--- src/matrix_multiply_transposed_defines.svh ---
// assertion macros for the matrix multiply transposed block
`ifndef MATRIX_MULTIPLY_TRANSPOSED_DEFINES_SVH
`define MATRIX_MULTIPLY_TRANSPOSED_DEFINES_SVH

`ifndef SYNTHESIS
`define MMT_ASSERT_IMPLY(lbl, ante, cons, msg) \
  lbl: assert property (@(posedge clk) disable iff (!rst_n) (ante) |-> (cons)) \
    else $error(msg);
`define MMT_ASSERT_NEXT(lbl, ante, cons, msg) \
  lbl: assert property (@(posedge clk) disable iff (!rst_n) (ante) |=> (cons)) \
    else $error(msg);
`else
`define MMT_ASSERT_IMPLY(lbl, ante, cons, msg)
`define MMT_ASSERT_NEXT(lbl, ante, cons, msg)
`endif

`endif

--- src/mmt_pkg.sv ---
// shared types and constants for the matrix multiply transposed block
`default_nettype none

package mmt_pkg;

  localparam int DEF_LEFT_ROWS  = 64;
  localparam int DEF_RIGHT_ROWS = 64;
  localparam int DEF_MAX_DEPTH  = 64;

  localparam int IDX_W    = 6;
  localparam int ELEM_W   = 16;
  localparam int PROD_W   = 2 * ELEM_W;
  localparam int DOT_W    = 38;
  localparam int OIDX_W   = 18;
  localparam int DEPTH_W  = 7;
  localparam int STRIDE_W = 13;
  localparam int CFG_W    = 13;

  localparam logic [DEPTH_W-1:0]  DEPTH_RESET  = 7'd64;
  localparam logic [STRIDE_W-1:0] STRIDE_RESET = 13'd64;

  localparam logic CFG_DEPTH  = 1'b0;
  localparam logic CFG_STRIDE = 1'b1;

  typedef enum logic [1:0] {
    OP_LOAD_A = 2'd0,
    OP_LOAD_B = 2'd1,
    OP_QUERY  = 2'd2
  } op_t;

  typedef enum logic [1:0] {
    ST_IDLE,
    ST_ISSUE,
    ST_DRAIN
  } state_t;

  typedef struct packed {
    logic clear;
    logic data_valid;
  } mac_ctrl_t;

endpackage

`default_nettype wire

--- src/mmt_mac.sv ---
// multiply-accumulate unit with a registered product stage
`default_nettype none

module mmt_mac import mmt_pkg::*; (
  input  wire                      clk,
  input  wire                      rst_n,
  input  wire  mac_ctrl_t          ctrl,
  input  wire  signed [ELEM_W-1:0] a,
  input  wire  signed [ELEM_W-1:0] b,
  output logic signed [DOT_W-1:0]  acc,
  output logic                     busy
);

  logic signed [PROD_W-1:0] prod_r;
  logic                     prod_v_r;
  logic signed [DOT_W-1:0]  acc_r;
  logic signed [DOT_W-1:0]  acc_nxt;

  always_ff @(posedge clk) begin
    if (!rst_n) begin
      prod_v_r <= 1'b0;
    end else begin
      prod_v_r <= ctrl.data_valid;
    end
  end

  always_ff @(posedge clk) begin
    if (ctrl.data_valid) begin
      prod_r <= PROD_W'(a) * PROD_W'(b);
    end
  end

  // 38-bit sum wraps like the low bits of the exact sum
  always_comb begin
    acc_nxt = acc_r;
    if (ctrl.clear) begin
      acc_nxt = '0;
    end else if (prod_v_r) begin
      acc_nxt = acc_r + DOT_W'(prod_r);
    end
  end

  always_ff @(posedge clk) begin
    acc_r <= acc_nxt;
  end

  assign acc  = acc_r;
  assign busy = prod_v_r;

endmodule

`default_nettype wire

--- config.mk ---
export PLATFORM = sky130hd
export DESIGN_NAME = mmt_mac
export DESIGN_NICKNAME = d
export VERILOG_FILES = /design/src/matrix_multiply_transposed_defines.svh /design/src/mmt_pkg.sv /design/src/mmt_mac.sv
export SDC_FILE = /design/constraint.sdc
export NUM_CORES = 1
export LEC_CHECK = 0
export BUFFER_PORTS_ARGS = -buffer_cell sky130_fd_sc_hd__buf_2
export CAP_MARGIN = 20
export CORE_UTILIZATION = 55
export CTS_BUF_LIST = sky130_fd_sc_hd__clkbuf_2 sky130_fd_sc_hd__clkbuf_4 sky130_fd_sc_hd__clkbuf_8
export DETAILED_ROUTE_END_ITERATION = 10
export PLACE_DENSITY_LB_ADDON = 0.15
export RECOVER_POWER = 100
export SLEW_MARGIN = 0
export SYNTH_ARGS = -nofsm -noshare
export SYNTH_HDL_FRONTEND = slang
export SYNTH_SLANG_ARGS = --single-unit
--- constraint.sdc ---
create_clock -name clk -period 20.6 [get_ports clk]
set_clock_uncertainty 0.1 [all_clocks]
set_input_delay 3.09 -clock clk [delete_from_list [all_inputs] [get_ports clk]]
set_output_delay 3.09 -clock clk [all_outputs]
set_load 0.02 [all_outputs]
==> flow_summary.html, run 1 <==
<table>
<tr><th>Metric</th><th>Value</th></tr>
<tr><th colspan="2">Run status</th></tr>
<tr><td>Result of the run</td><td>finished, violations left</td></tr>
<tr><td>Violations in the final reports</td><td>capacitance limit, slew limit</td></tr>
<tr><th colspan="2">Worst setup path</th></tr>
<tr><td>Cell chain of the critical path</td><td>clkbuf_1 -&gt; nand2_1 -&gt; fa_1 -&gt; fa_1 -&gt; fa_1 -&gt; inv_1 -&gt; fa_1 -&gt; fa_1 -&gt; inv_1 -&gt; fa_1 -&gt; inv_1 -&gt; ha_1 -&gt; a21oi_1 -&gt; a21boi_0 -&gt; a211oi_1 -&gt; o21ai_0 -&gt; o311ai_0 -&gt; nand3_1 -&gt; a211o_1 -&gt; nand3_1</td></tr>
<tr><td>Delay of the slowest critical-path stage</td><td>roughly 0.62 ns</td></tr>
<tr><td>CP max stage cell</td><td>sky130_fd_sc_hd__clkbuf_1</td></tr>
<tr><td>Most frequent cell on the critical path</td><td>sky130_fd_sc_hd__fa_1</td></tr>
<tr><td>Startpoint Class</td><td>input port</td></tr>
<tr><td>Family of cells with the greatest summed delay on the critical path</td><td>adder cells</td></tr>
<tr><td>CP endpoint kind</td><td>flop</td></tr>
<tr><td>Data required time at the worst endpoint</td><td>just over 20 ns</td></tr>
<tr><td>Setup crit start</td><td>b[1]</td></tr>
<tr><td>Critical path fanouts, max</td><td>16</td></tr>
<tr><td>Bufs and invs on worst path</td><td>4</td></tr>
<tr><td>Type of the setup path with the least slack</td><td>in2reg</td></tr>
<tr><td>CP Data Arrival Time</td><td>9.70 ns</td></tr>
<tr><td>Startpoint of the lowest-slack register-to-register path</td><td>busy</td></tr>
<tr><th colspan="2">Clock network</th></tr>
<tr><td>Clock latency of the later-clocked register in the worst-skew pair</td><td>0.35 ns</td></tr>
<tr><td>CTS Hold Bufs</td><td>0</td></tr>
<tr><td>Clk slew on worst S/H paths</td><td>0.08 ns</td></tr>
<tr><td>Number of buffers added by the clock tree synthesis step</td><td>9</td></tr>
<tr><td>Number of clock sinks</td><td>71</td></tr>
<tr><td>CTS H-tree lvls</td><td>3</td></tr>
<tr><td>Root buffer cell</td><td>sky130_fd_sc_hd__clkbuf_8</td></tr>
<tr><td>Cts repair resizes</td><td>0</td></tr>
<tr><td>Maximum clock path buffer count</td><td>2</td></tr>
<tr><td>Buffers inserted by post-CTS timing repair</td><td>0</td></tr>
<tr><td>TritonCTS clock tree</td><td>done</td></tr>
<tr><th colspan="2">Logic synthesis</th></tr>
<tr><td>Share of the yosys chip area belonging to registers</td><td>12.4%</td></tr>
<tr><td>Leading cell types by total area after synthesis</td><td>sky130_fd_sc_hd__fa_1 (37%), sky130_fd_sc_hd__ha_1 (11%), sky130_fd_sc_hd__inv_1 (8.0%)</td></tr>
<tr><td>Synth unique cells</td><td>60</td></tr>
<tr><td>Leading cell types by count after synthesis</td><td>sky130_fd_sc_hd__inv_1 (300), sky130_fd_sc_hd__fa_1 (263), sky130_fd_sc_hd__nand2_1 (157), sky130_fd_sc_hd__and2_1 (130), sky130_fd_sc_hd__ha_1 (119)</td></tr>
<tr><td>Syn Area/Cell</td><td>9.21 sq um</td></tr>
<tr><td>Netlist area before placement</td><td>14,100 sq um</td></tr>
<tr><td>Flip-flop and latch count after synthesis</td><td>between 70 and 80</td></tr>
<tr><td>Proportion of synthesized flip-flops having asynchronous set or reset</td><td>0%</td></tr>
<tr><td>Synth top area share</td><td>37.4%</td></tr>
<tr><td>Number of enable-type register cells in the synthesized netlist</td><td>32</td></tr>
<tr><td>Warnings, synthesis</td><td>0</td></tr>
<tr><td>Number of instances in the synthesized netlist</td><td>1,530</td></tr>
<tr><td>Most frequently used cell type in the post-synthesis netlist</td><td>sky130_fd_sc_hd__inv_1</td></tr>
<tr><td>Total nets after synthesis</td><td>1,948</td></tr>
<tr><td>Flip-flop cell with the highest count after synthesis</td><td>sky130_fd_sc_hd__dfxtp_1</td></tr>
<tr><td>Area leader, netlist</td><td>sky130_fd_sc_hd__fa_1</td></tr>
<tr><th colspan="2">STA</th></tr>
<tr><td>Post-route clock period utilization</td><td>46.5%</td></tr>
<tr><td>Setup tns final</td><td>0 ns</td></tr>
<tr><td>Tightest slew margin relative to the limit</td><td>-81.2%</td></tr>
<tr><td>Final Hold Viols</td><td>0</td></tr>
<tr><td>Measured slew at the worst slew-check pin</td><td>2.72 ns</td></tr>
<tr><td>Final worst path period need</td><td>around 9.6 ns</td></tr>
<tr><td>Setup violations, final</td><td>0</td></tr>
<tr><td>Peak Freq</td><td>104 MHz</td></tr>
<tr><td>Max Slew Vio Count</td><td>around 140</td></tr>
<tr><td>Worst hold slack across all endpoints</td><td>0.403 ns</td></tr>
<tr><td>RSZ-0062 raised after global routing</td><td>no</td></tr>
<tr><th colspan="2">Drt</th></tr>
<tr><td># DRC</td><td>0</td></tr>
<tr><td>Detail-routed net length per standard cell</td><td>16.6 um</td></tr>
<tr><td>Total detailed-routing wirelength</td><td>31.5 mm</td></tr>
<tr><td>Per-cell via count in the routed design</td><td>approximately 5.4</td></tr>
<tr><td>Remaining antenna violation count</td><td>0</td></tr>
<tr><td>Initial detailed-routing violation count</td><td>about 670</td></tr>
<tr><td>Number of iterations in the first detailed-routing pass</td><td>5</td></tr>
<tr><td>Vias</td><td>10,400</td></tr>
<tr><th colspan="2">Floorplanning</th></tr>
<tr><td>Area of the placeable core</td><td>25,200 sq um</td></tr>
<tr><td>Site row count</td><td>58</td></tr>
<tr><td>Die outline width</td><td>162 um</td></tr>
<tr><td>Die outline area</td><td>approximately 26,000 sq um</td></tr>
<tr><td>Die span in y</td><td>162 um</td></tr>
<tr><td>Number of ports placed on the die boundary</td><td>75</td></tr>
<tr><td>Initial cell density of the core</td><td>56.0%</td></tr>
<tr><th colspan="2">Finish</th></tr>
<tr><td>Area added between synthesis and finish</td><td>5.82%</td></tr>
<tr><td>Final instance area</td><td>between 10,000 and 15,000 sq um</td></tr>
<tr><td>Share of layout cells above drive strength 1</td><td>3.68%</td></tr>
<tr><td>Area of the multi-input gates</td><td>11,000 sq um</td></tr>
<tr><td>N_diodes</td><td>0</td></tr>
<tr><td>Number of standard cells in the layout, taps in and fillers out</td><td>1,904</td></tr>
<tr><td>Register area</td><td>between 1500 and 2000 sq um</td></tr>
<tr><td>Layout net count</td><td>1,987</td></tr>
<tr><td>Number of inserted filler cells in the final layout</td><td>2,253</td></tr>
<tr><th colspan="2">Min path</th></tr>
<tr><td>Startpoint of the lowest-slack hold path</td><td>acc[32]</td></tr>
<tr><td>Path class of the lowest-slack min-delay path</td><td>reg2reg</td></tr>
<tr><th colspan="2">Global routing</th></tr>
<tr><td>First-pass GRT wire length</td><td>52.3 mm</td></tr>
<tr><td>Largest net degree at the start of global routing</td><td>55</td></tr>
<tr><td>Via count of the first global-routing pass</td><td>10,400</td></tr>
<tr><td>All-layer global routing usage</td><td>approximately a quarter</td></tr>
<tr><td>Antenna violations before repair</td><td>0</td></tr>
<tr><td>GR Overflow Total</td><td>0</td></tr>
<tr><th colspan="2">Run</th></tr>
<tr><td>Max-cap viol count</td><td>3</td></tr>
<tr><th colspan="2">Placement</th></tr>
<tr><td>Final weighted congestion of routability-driven global placement</td><td>0.891</td></tr>
<tr><td>Placed cell count</td><td>1,888</td></tr>
<tr><td>Count of input and output buffers</td><td>74</td></tr>
<tr><td>HPWL Detailed</td><td>25.6 mm</td></tr>
<tr><td>Placement Cell Area</td><td>around 15,000 sq um</td></tr>
</table>
==> layout make-up <==
type                    instances  share of cell area [%]
clock buffers                  10                   0.881
clock inverters                 6                   0.889
inverters                     300                    7.55
multi-input cells            1112                    74.1
flip-flops and latches         71                    11.7
well taps                     330                    2.77
repair buffers                 75                    2.16
==> through the flow <==
stage               worst slack (ns)  utilization, %
floorplan                      11.81               -
global placement               11.41            58.4
detailed placement             11.25            58.4
CTS                            11.65            59.5
global route                   10.63            59.2
finish                         11.02            59.2
==> logic make-up (layout without fill, tap and decap cells) <==
family / count (synthesis) / count (layout) / synth area share, %
simple gates: 449 / 449 / 15.9
compound gates: 199 / 199 / 9.20
buf+inv: 347 / 391 / 9.26
fa+ha+maj: 382 / 382 / 47.9
xor+xnor: 57 / 57 / 3.54
mux: 25 / 25 / 1.78
flops: 71 / 71 / 12.4
==> worst reg2reg max path: cells and delay by family (launching register included) <==
family	cells	cell delay, ns
buffers and inverters	2	2.90
AND/OR/NAND/NOR	3	1.15
flip-flops	1	0.32
==> layout by cell type, fill, tap and decap left out, drive strengths merged, types with 6 or more instances in the layout <==
cell / count
a211oi: 13
dfxtp: 39
o21a: 7
buf: 32
o21ai: 41
and2: 130
xnor2: 45
nand3: 16
nand4: 9
a21oi: 53
nor3: 16
fa: 263
nor2: 69
inv: 300
xor2: 12
nand2b: 11
clkbuf: 53
mux2i: 24
or3: 6
a21o: 20
edfxtp: 32
nand2: 157
and3: 6
a31oi: 9
ha: 119
o21bai: 15
==> state kept, by name, indices dropped and copies added, names as in the netlist <==
signal and flops:
busy 1, prod_r 32, acc 38
==> metal layers <==
metal	vias up	track usage [%]	share of wire, %
li1	4916	-	-
met1	5097	36.3	48
met2	305	41.1	46
met3	37	2.63	5.4
met4	0	4.46	1.2
met5	-	0	0
==> worst paths after layout <==
| kind | end | slack [ns] | cells past startpoint |
|---|---|---|---|
| setup / recovery | prod_r[30] | 11.02 | 20 |
| hold / removal | acc[32] | 0.40 | 2 |
| setup reg to reg | acc[36] | 16.07 | 5 |
| hold reg to reg | acc[32] | 0.40 | 2 |
Power of run 1 is not shown: default switching activity piles up to over one toggle a cycle in this logic, so the estimate is an artifact.
==> inputs of run 2 (changes only) <==
- ABC_AREA: unset -> 1
- clock period: 20.6 -> 8.5 ns (I/O delays scaled with it)
==> run 2 against run 1 <==
  * The run still ends with capacitance limit, slew limit left
  * Register-to-register slack worse by 12 ns
  * First-iteration DRC count rose by 21%
  * Wire length is 22% higher
  * Cell area increased by 8.4%
  * Critical endpoint is now prod_r[23]
==> flow_summary.html, run 2 <==
<table>
<tr><th>Metric</th><th>Value</th></tr>
<tr><th colspan="2">Run status</th></tr>
<tr><td>Result of the run</td><td>finished, violations left</td></tr>
<tr><td>Violations in the final reports</td><td>capacitance limit, slew limit</td></tr>
<tr><th colspan="2">Worst setup path</th></tr>
<tr><td>Bufs and invs on worst path</td><td>4 (unchanged)</td></tr>
<tr><td>CP endpoint kind</td><td>flop</td></tr>
<tr><td>Number of cell instances on the worst register-to-register path</td><td>4 (-1)</td></tr>
<tr><td>Critical path fanouts, max</td><td>16 (unchanged)</td></tr>
<tr><td>Startpoint of the lowest-slack register-to-register path</td><td>busy</td></tr>
<tr><td>CP Data Arrival Time</td><td>7.29 ns (-2.41 ns)</td></tr>
<tr><td>CP max stage cell</td><td>sky130_fd_sc_hd__clkbuf_1</td></tr>
<tr><td>Type of the setup path with the least slack</td><td>in2reg</td></tr>
<tr><td>Worst-case register-to-register setup slack</td><td>4.38 ns (-11.69 ns)</td></tr>
<tr><td>Startpoint Class</td><td>input port</td></tr>
<tr><td>Family of cells with the greatest summed delay on the critical path</td><td>adder cells</td></tr>
<tr><td>Delay of the slowest critical-path stage</td><td>0.75 ns (+0.13 ns)</td></tr>
<tr><td>Cell chain of the critical path</td><td>clkbuf_1 -&gt; nand2_1 -&gt; fa_1 -&gt; fa_1 -&gt; fa_1 -&gt; inv_1 -&gt; fa_1 -&gt; fa_1 -&gt; inv_1 -&gt; fa_1 -&gt; inv_1 -&gt; ha_1 -&gt; a21oi_1 -&gt; a21boi_0 -&gt; nand3_1 -&gt; a21oi_1 -&gt; o21bai_2 -&gt; xor2_1</td></tr>
<tr><td>Most frequent cell on the critical path</td><td>sky130_fd_sc_hd__fa_1</td></tr>
<tr><td>Reg-to-reg critical path endpoint</td><td>acc[14]</td></tr>
<tr><td>Data required time at the worst endpoint</td><td>8.51 ns (-12.21 ns)</td></tr>
<tr><th colspan="2">Drt</th></tr>
<tr><td>Number of iterations in the first detailed-routing pass</td><td>6 (+1)</td></tr>
<tr><td>Remaining antenna violation count</td><td>0 (unchanged)</td></tr>
<tr><td>Vias</td><td>12,500 (+21%)</td></tr>
<tr><td>Initial detailed-routing violation count</td><td>811 (+21%)</td></tr>
<tr><td>Total detailed-routing wirelength</td><td>38.4 mm (+22%)</td></tr>
<tr><td># DRC</td><td>0 (unchanged)</td></tr>
<tr><td>Detail-routed net length per standard cell</td><td>15.6 um (-5.5%)</td></tr>
<tr><td>Per-cell via count in the routed design</td><td>5.09 (-6.4%)</td></tr>
<tr><th colspan="2">STA</th></tr>
<tr><td>Measured slew at the worst slew-check pin</td><td>2.86 ns (+0.141 ns)</td></tr>
<tr><td>Final worst path period need</td><td>7.28 ns</td></tr>
<tr><td>RSZ-0062 raised after global routing</td><td>no</td></tr>
<tr><td>Setup tns final</td><td>0 ns (unchanged)</td></tr>
<tr><td>Max Slew Vio Count</td><td>133 (-4.3%)</td></tr>
<tr><td>Peak Freq</td><td>137 MHz</td></tr>
<tr><td>Setup violations, final</td><td>0 (unchanged)</td></tr>
<tr><td>Tightest slew margin relative to the limit</td><td>-90.7% (-9.4 points)</td></tr>
<tr><td>Post-route clock period utilization</td><td>85.6%</td></tr>
<tr><td>Final Hold Viols</td><td>0 (unchanged)</td></tr>
<tr><th colspan="2">Logic synthesis</th></tr>
<tr><td>Leading cell types by total area after synthesis</td><td>sky130_fd_sc_hd__fa_1 (34%), sky130_fd_sc_hd__inv_1 (13%), sky130_fd_sc_hd__nand2_1 (11%)</td></tr>
<tr><td>Flip-flop and latch count after synthesis</td><td>71 (unchanged)</td></tr>
<tr><td>Syn Area/Cell</td><td>7.46 sq um (-19%)</td></tr>
<tr><td>Most frequently used cell type in the post-synthesis netlist</td><td>sky130_fd_sc_hd__inv_1</td></tr>
<tr><td>Netlist area before placement</td><td>15,400 sq um (+9.3%)</td></tr>
<tr><td>Share of the yosys chip area belonging to registers</td><td>11.3% (-1.0 points)</td></tr>
<tr><td>Total nets after synthesis</td><td>2,482 (+27%)</td></tr>
<tr><td>Number of enable-type register cells in the synthesized netlist</td><td>32 (unchanged)</td></tr>
<tr><td>Synth top area share</td><td>34.2% (-3.2 points)</td></tr>
<tr><td>Leading cell types by count after synthesis</td><td>sky130_fd_sc_hd__inv_1 (543), sky130_fd_sc_hd__nand2_1 (469), sky130_fd_sc_hd__fa_1 (263), sky130_fd_sc_hd__nor2_1 (184), sky130_fd_sc_hd__ha_1 (119)</td></tr>
<tr><td>Proportion of synthesized flip-flops having asynchronous set or reset</td><td>0% (unchanged)</td></tr>
<tr><td>Warnings, synthesis</td><td>0 (unchanged)</td></tr>
<tr><td>Synth unique cells</td><td>40 (-33%)</td></tr>
<tr><td>Number of instances in the synthesized netlist</td><td>2,064 (+35%)</td></tr>
<tr><td>Flip-flop cell with the highest count after synthesis</td><td>sky130_fd_sc_hd__dfxtp_1</td></tr>
<tr><td>Area leader, netlist</td><td>sky130_fd_sc_hd__fa_1</td></tr>
<tr><th colspan="2">Clock network</th></tr>
<tr><td>TritonCTS clock tree</td><td>done</td></tr>
<tr><td>Clk slew on worst S/H paths</td><td>0.09 ns (about the same)</td></tr>
<tr><td>Number of buffers added by the clock tree synthesis step</td><td>9 (unchanged)</td></tr>
<tr><td>Root buffer cell</td><td>sky130_fd_sc_hd__clkbuf_8</td></tr>
<tr><td>Maximum clock path buffer count</td><td>2 (unchanged)</td></tr>
<tr><td>CTS Hold Bufs</td><td>0 (unchanged)</td></tr>
<tr><td>Cts repair resizes</td><td>0 (unchanged)</td></tr>
<tr><td>Buffers inserted by post-CTS timing repair</td><td>0 (unchanged)</td></tr>
<tr><td>Number of clock sinks</td><td>71 (unchanged)</td></tr>
<tr><td>Clock latency of the later-clocked register in the worst-skew pair</td><td>0.37 ns (+0.02 ns)</td></tr>
<tr><td>CTS H-tree lvls</td><td>3 (unchanged)</td></tr>
<tr><th colspan="2">Floorplanning</th></tr>
<tr><td>Die outline width</td><td>169 um (+4.5%)</td></tr>
<tr><td>Initial cell density of the core</td><td>56.7% (+0.70 points)</td></tr>
<tr><td>Number of ports placed on the die boundary</td><td>75 (unchanged)</td></tr>
<tr><td>Area of the placeable core</td><td>27,200 sq um (+7.9%)</td></tr>
<tr><td>Die span in y</td><td>169 um (+4.5%)</td></tr>
<tr><td>Die outline area</td><td>28,700 sq um (+9.2%)</td></tr>
<tr><td>Site row count</td><td>60 (+3.4%)</td></tr>
<tr><th colspan="2">Min path</th></tr>
<tr><td>Startpoint of the lowest-slack hold path</td><td>acc[0]</td></tr>
<tr><td>Hold Path Cell Cnt</td><td>2 (unchanged)</td></tr>
<tr><td>Path class of the lowest-slack min-delay path</td><td>reg2reg</td></tr>
<tr><td>End of the worst hold path</td><td>acc[0]</td></tr>
<tr><th colspan="2">Global routing</th></tr>
<tr><td>First-pass GRT wire length</td><td>64.5 mm (+23%)</td></tr>
<tr><td>Via count of the first global-routing pass</td><td>12,900 (+24%)</td></tr>
<tr><td>Antenna violations before repair</td><td>0 (unchanged)</td></tr>
<tr><td>All-layer global routing usage</td><td>28.7% (+3.6 points)</td></tr>
<tr><td>GR Overflow Total</td><td>0 (unchanged)</td></tr>
<tr><td>Largest net degree at the start of global routing</td><td>60 (+9.1%)</td></tr>
<tr><th colspan="2">Finish</th></tr>
<tr><td>N_diodes</td><td>0 (unchanged)</td></tr>
<tr><td>Highest-count cells in the layout ignoring fill and taps</td><td>sky130_fd_sc_hd__inv_1 (543), sky130_fd_sc_hd__nand2_1 (469), sky130_fd_sc_hd__fa_1 (263)</td></tr>
<tr><td>Share of layout cells above drive strength 1</td><td>4.27% (+0.58 points)</td></tr>
<tr><td>Area added between synthesis and finish</td><td>4.97%</td></tr>
<tr><td>Layout net count</td><td>2,498 (+26%)</td></tr>
<tr><td>Most common cell after layout, fill and taps aside</td><td>sky130_fd_sc_hd__inv_1</td></tr>
<tr><td>Register area</td><td>1740 sq um (unchanged)</td></tr>
<tr><td>Number of inserted filler cells in the final layout</td><td>2,619 (+16%)</td></tr>
<tr><td>Area of the multi-input gates</td><td>11,300 sq um (+2.6%)</td></tr>
<tr><td>Number of flip-flops under the largest register name</td><td>38 (unchanged)</td></tr>
<tr><td>Final Core Density</td><td>59.5% (+0.26 points)</td></tr>
<tr><th colspan="2">Placement</th></tr>
<tr><td>HPWL Detailed</td><td>32.7 mm (+28%)</td></tr>
<tr><td>Count of input and output buffers</td><td>74 (unchanged)</td></tr>
<tr><td>Final weighted congestion of routability-driven global placement</td><td>0.970 (+8.9%)</td></tr>
<tr><th colspan="2">Run</th></tr>
<tr><td>Max-cap viol count</td><td>3 (unchanged)</td></tr>
</table>
[run 2: routing by layer]
metal	track usage [%]	routed length, um	up-vias
met3	2.17	1650	68
met4	9.36	1130	0
li1	-	-	6092
met5	0	0	-
met2	51.4	19000	314
met1	36.7	16600	6031
[run 2: logic make-up (layout without fill, tap and decap cells)]
logic type	count (synthesis)	count (layout)	share of synthesized area [%]
and+or+nand+nor	764	764	20.1
buffers and inverters	616	637	15.0
adders and majority gates	382	382	43.9
AOI/OAI and AO/OA	176	176	6.61
DFF	71	71	11.3
xor gates and xnor gates	55	55	3.13
[run 2: worst max path at each step]
stage	from	endpoint	slack, ns	depth (start not counted)
finish	b[2]	prod_r[23]	1.22	18
global route	b[2]	prod_r[31]	0.88	19
CTS	b[2]	prod_r[31]	1.81	21
detailed placement	a[7]	prod_r[23]	1.44	20
global placement	b[2]	prod_r[27]	1.44	17
floorplan	b[3]	prod_r[31]	1.76	22
[run 2: through the flow]
step / hold WS [ns] / worst slack, ns / std cells / instance area [sq um]
after detailed placement: 0.389 / 1.44 / 2441 / 16000
after CTS: 0.402 / 1.81 / 2457 / 16200
after global placement: 0.367 / 1.44 / 2441 / 16000
after global routing: 0.428 / 0.881 / 2457 / 16200
after floorplan: 0.455 / 1.76 / 2064 / 15400
final: 0.403 / 1.22 / 2457 / 16200
[run 2: layout make-up]
class	instances	share of cell area, %
Clock buffer	10	0.851
Sequential cell	71	10.8
Multi-Input combinational cell	1377	70.1
Timing Repair Buffer	75	1.99
Inverter	546	12.7
Tap cell	372	2.88
Clock inverter	6	0.720
[run 2: worst reg2reg max path, delay by kind of cell, from the launching register on]
kind / cells / cell delay [ns]
flip-flops: 1 / 0.32
buffers and inverters: 3 / 3.17
AO/OA/AOI/OAI: 1 / 0.41
Power of run 2 is left out for the same reason.
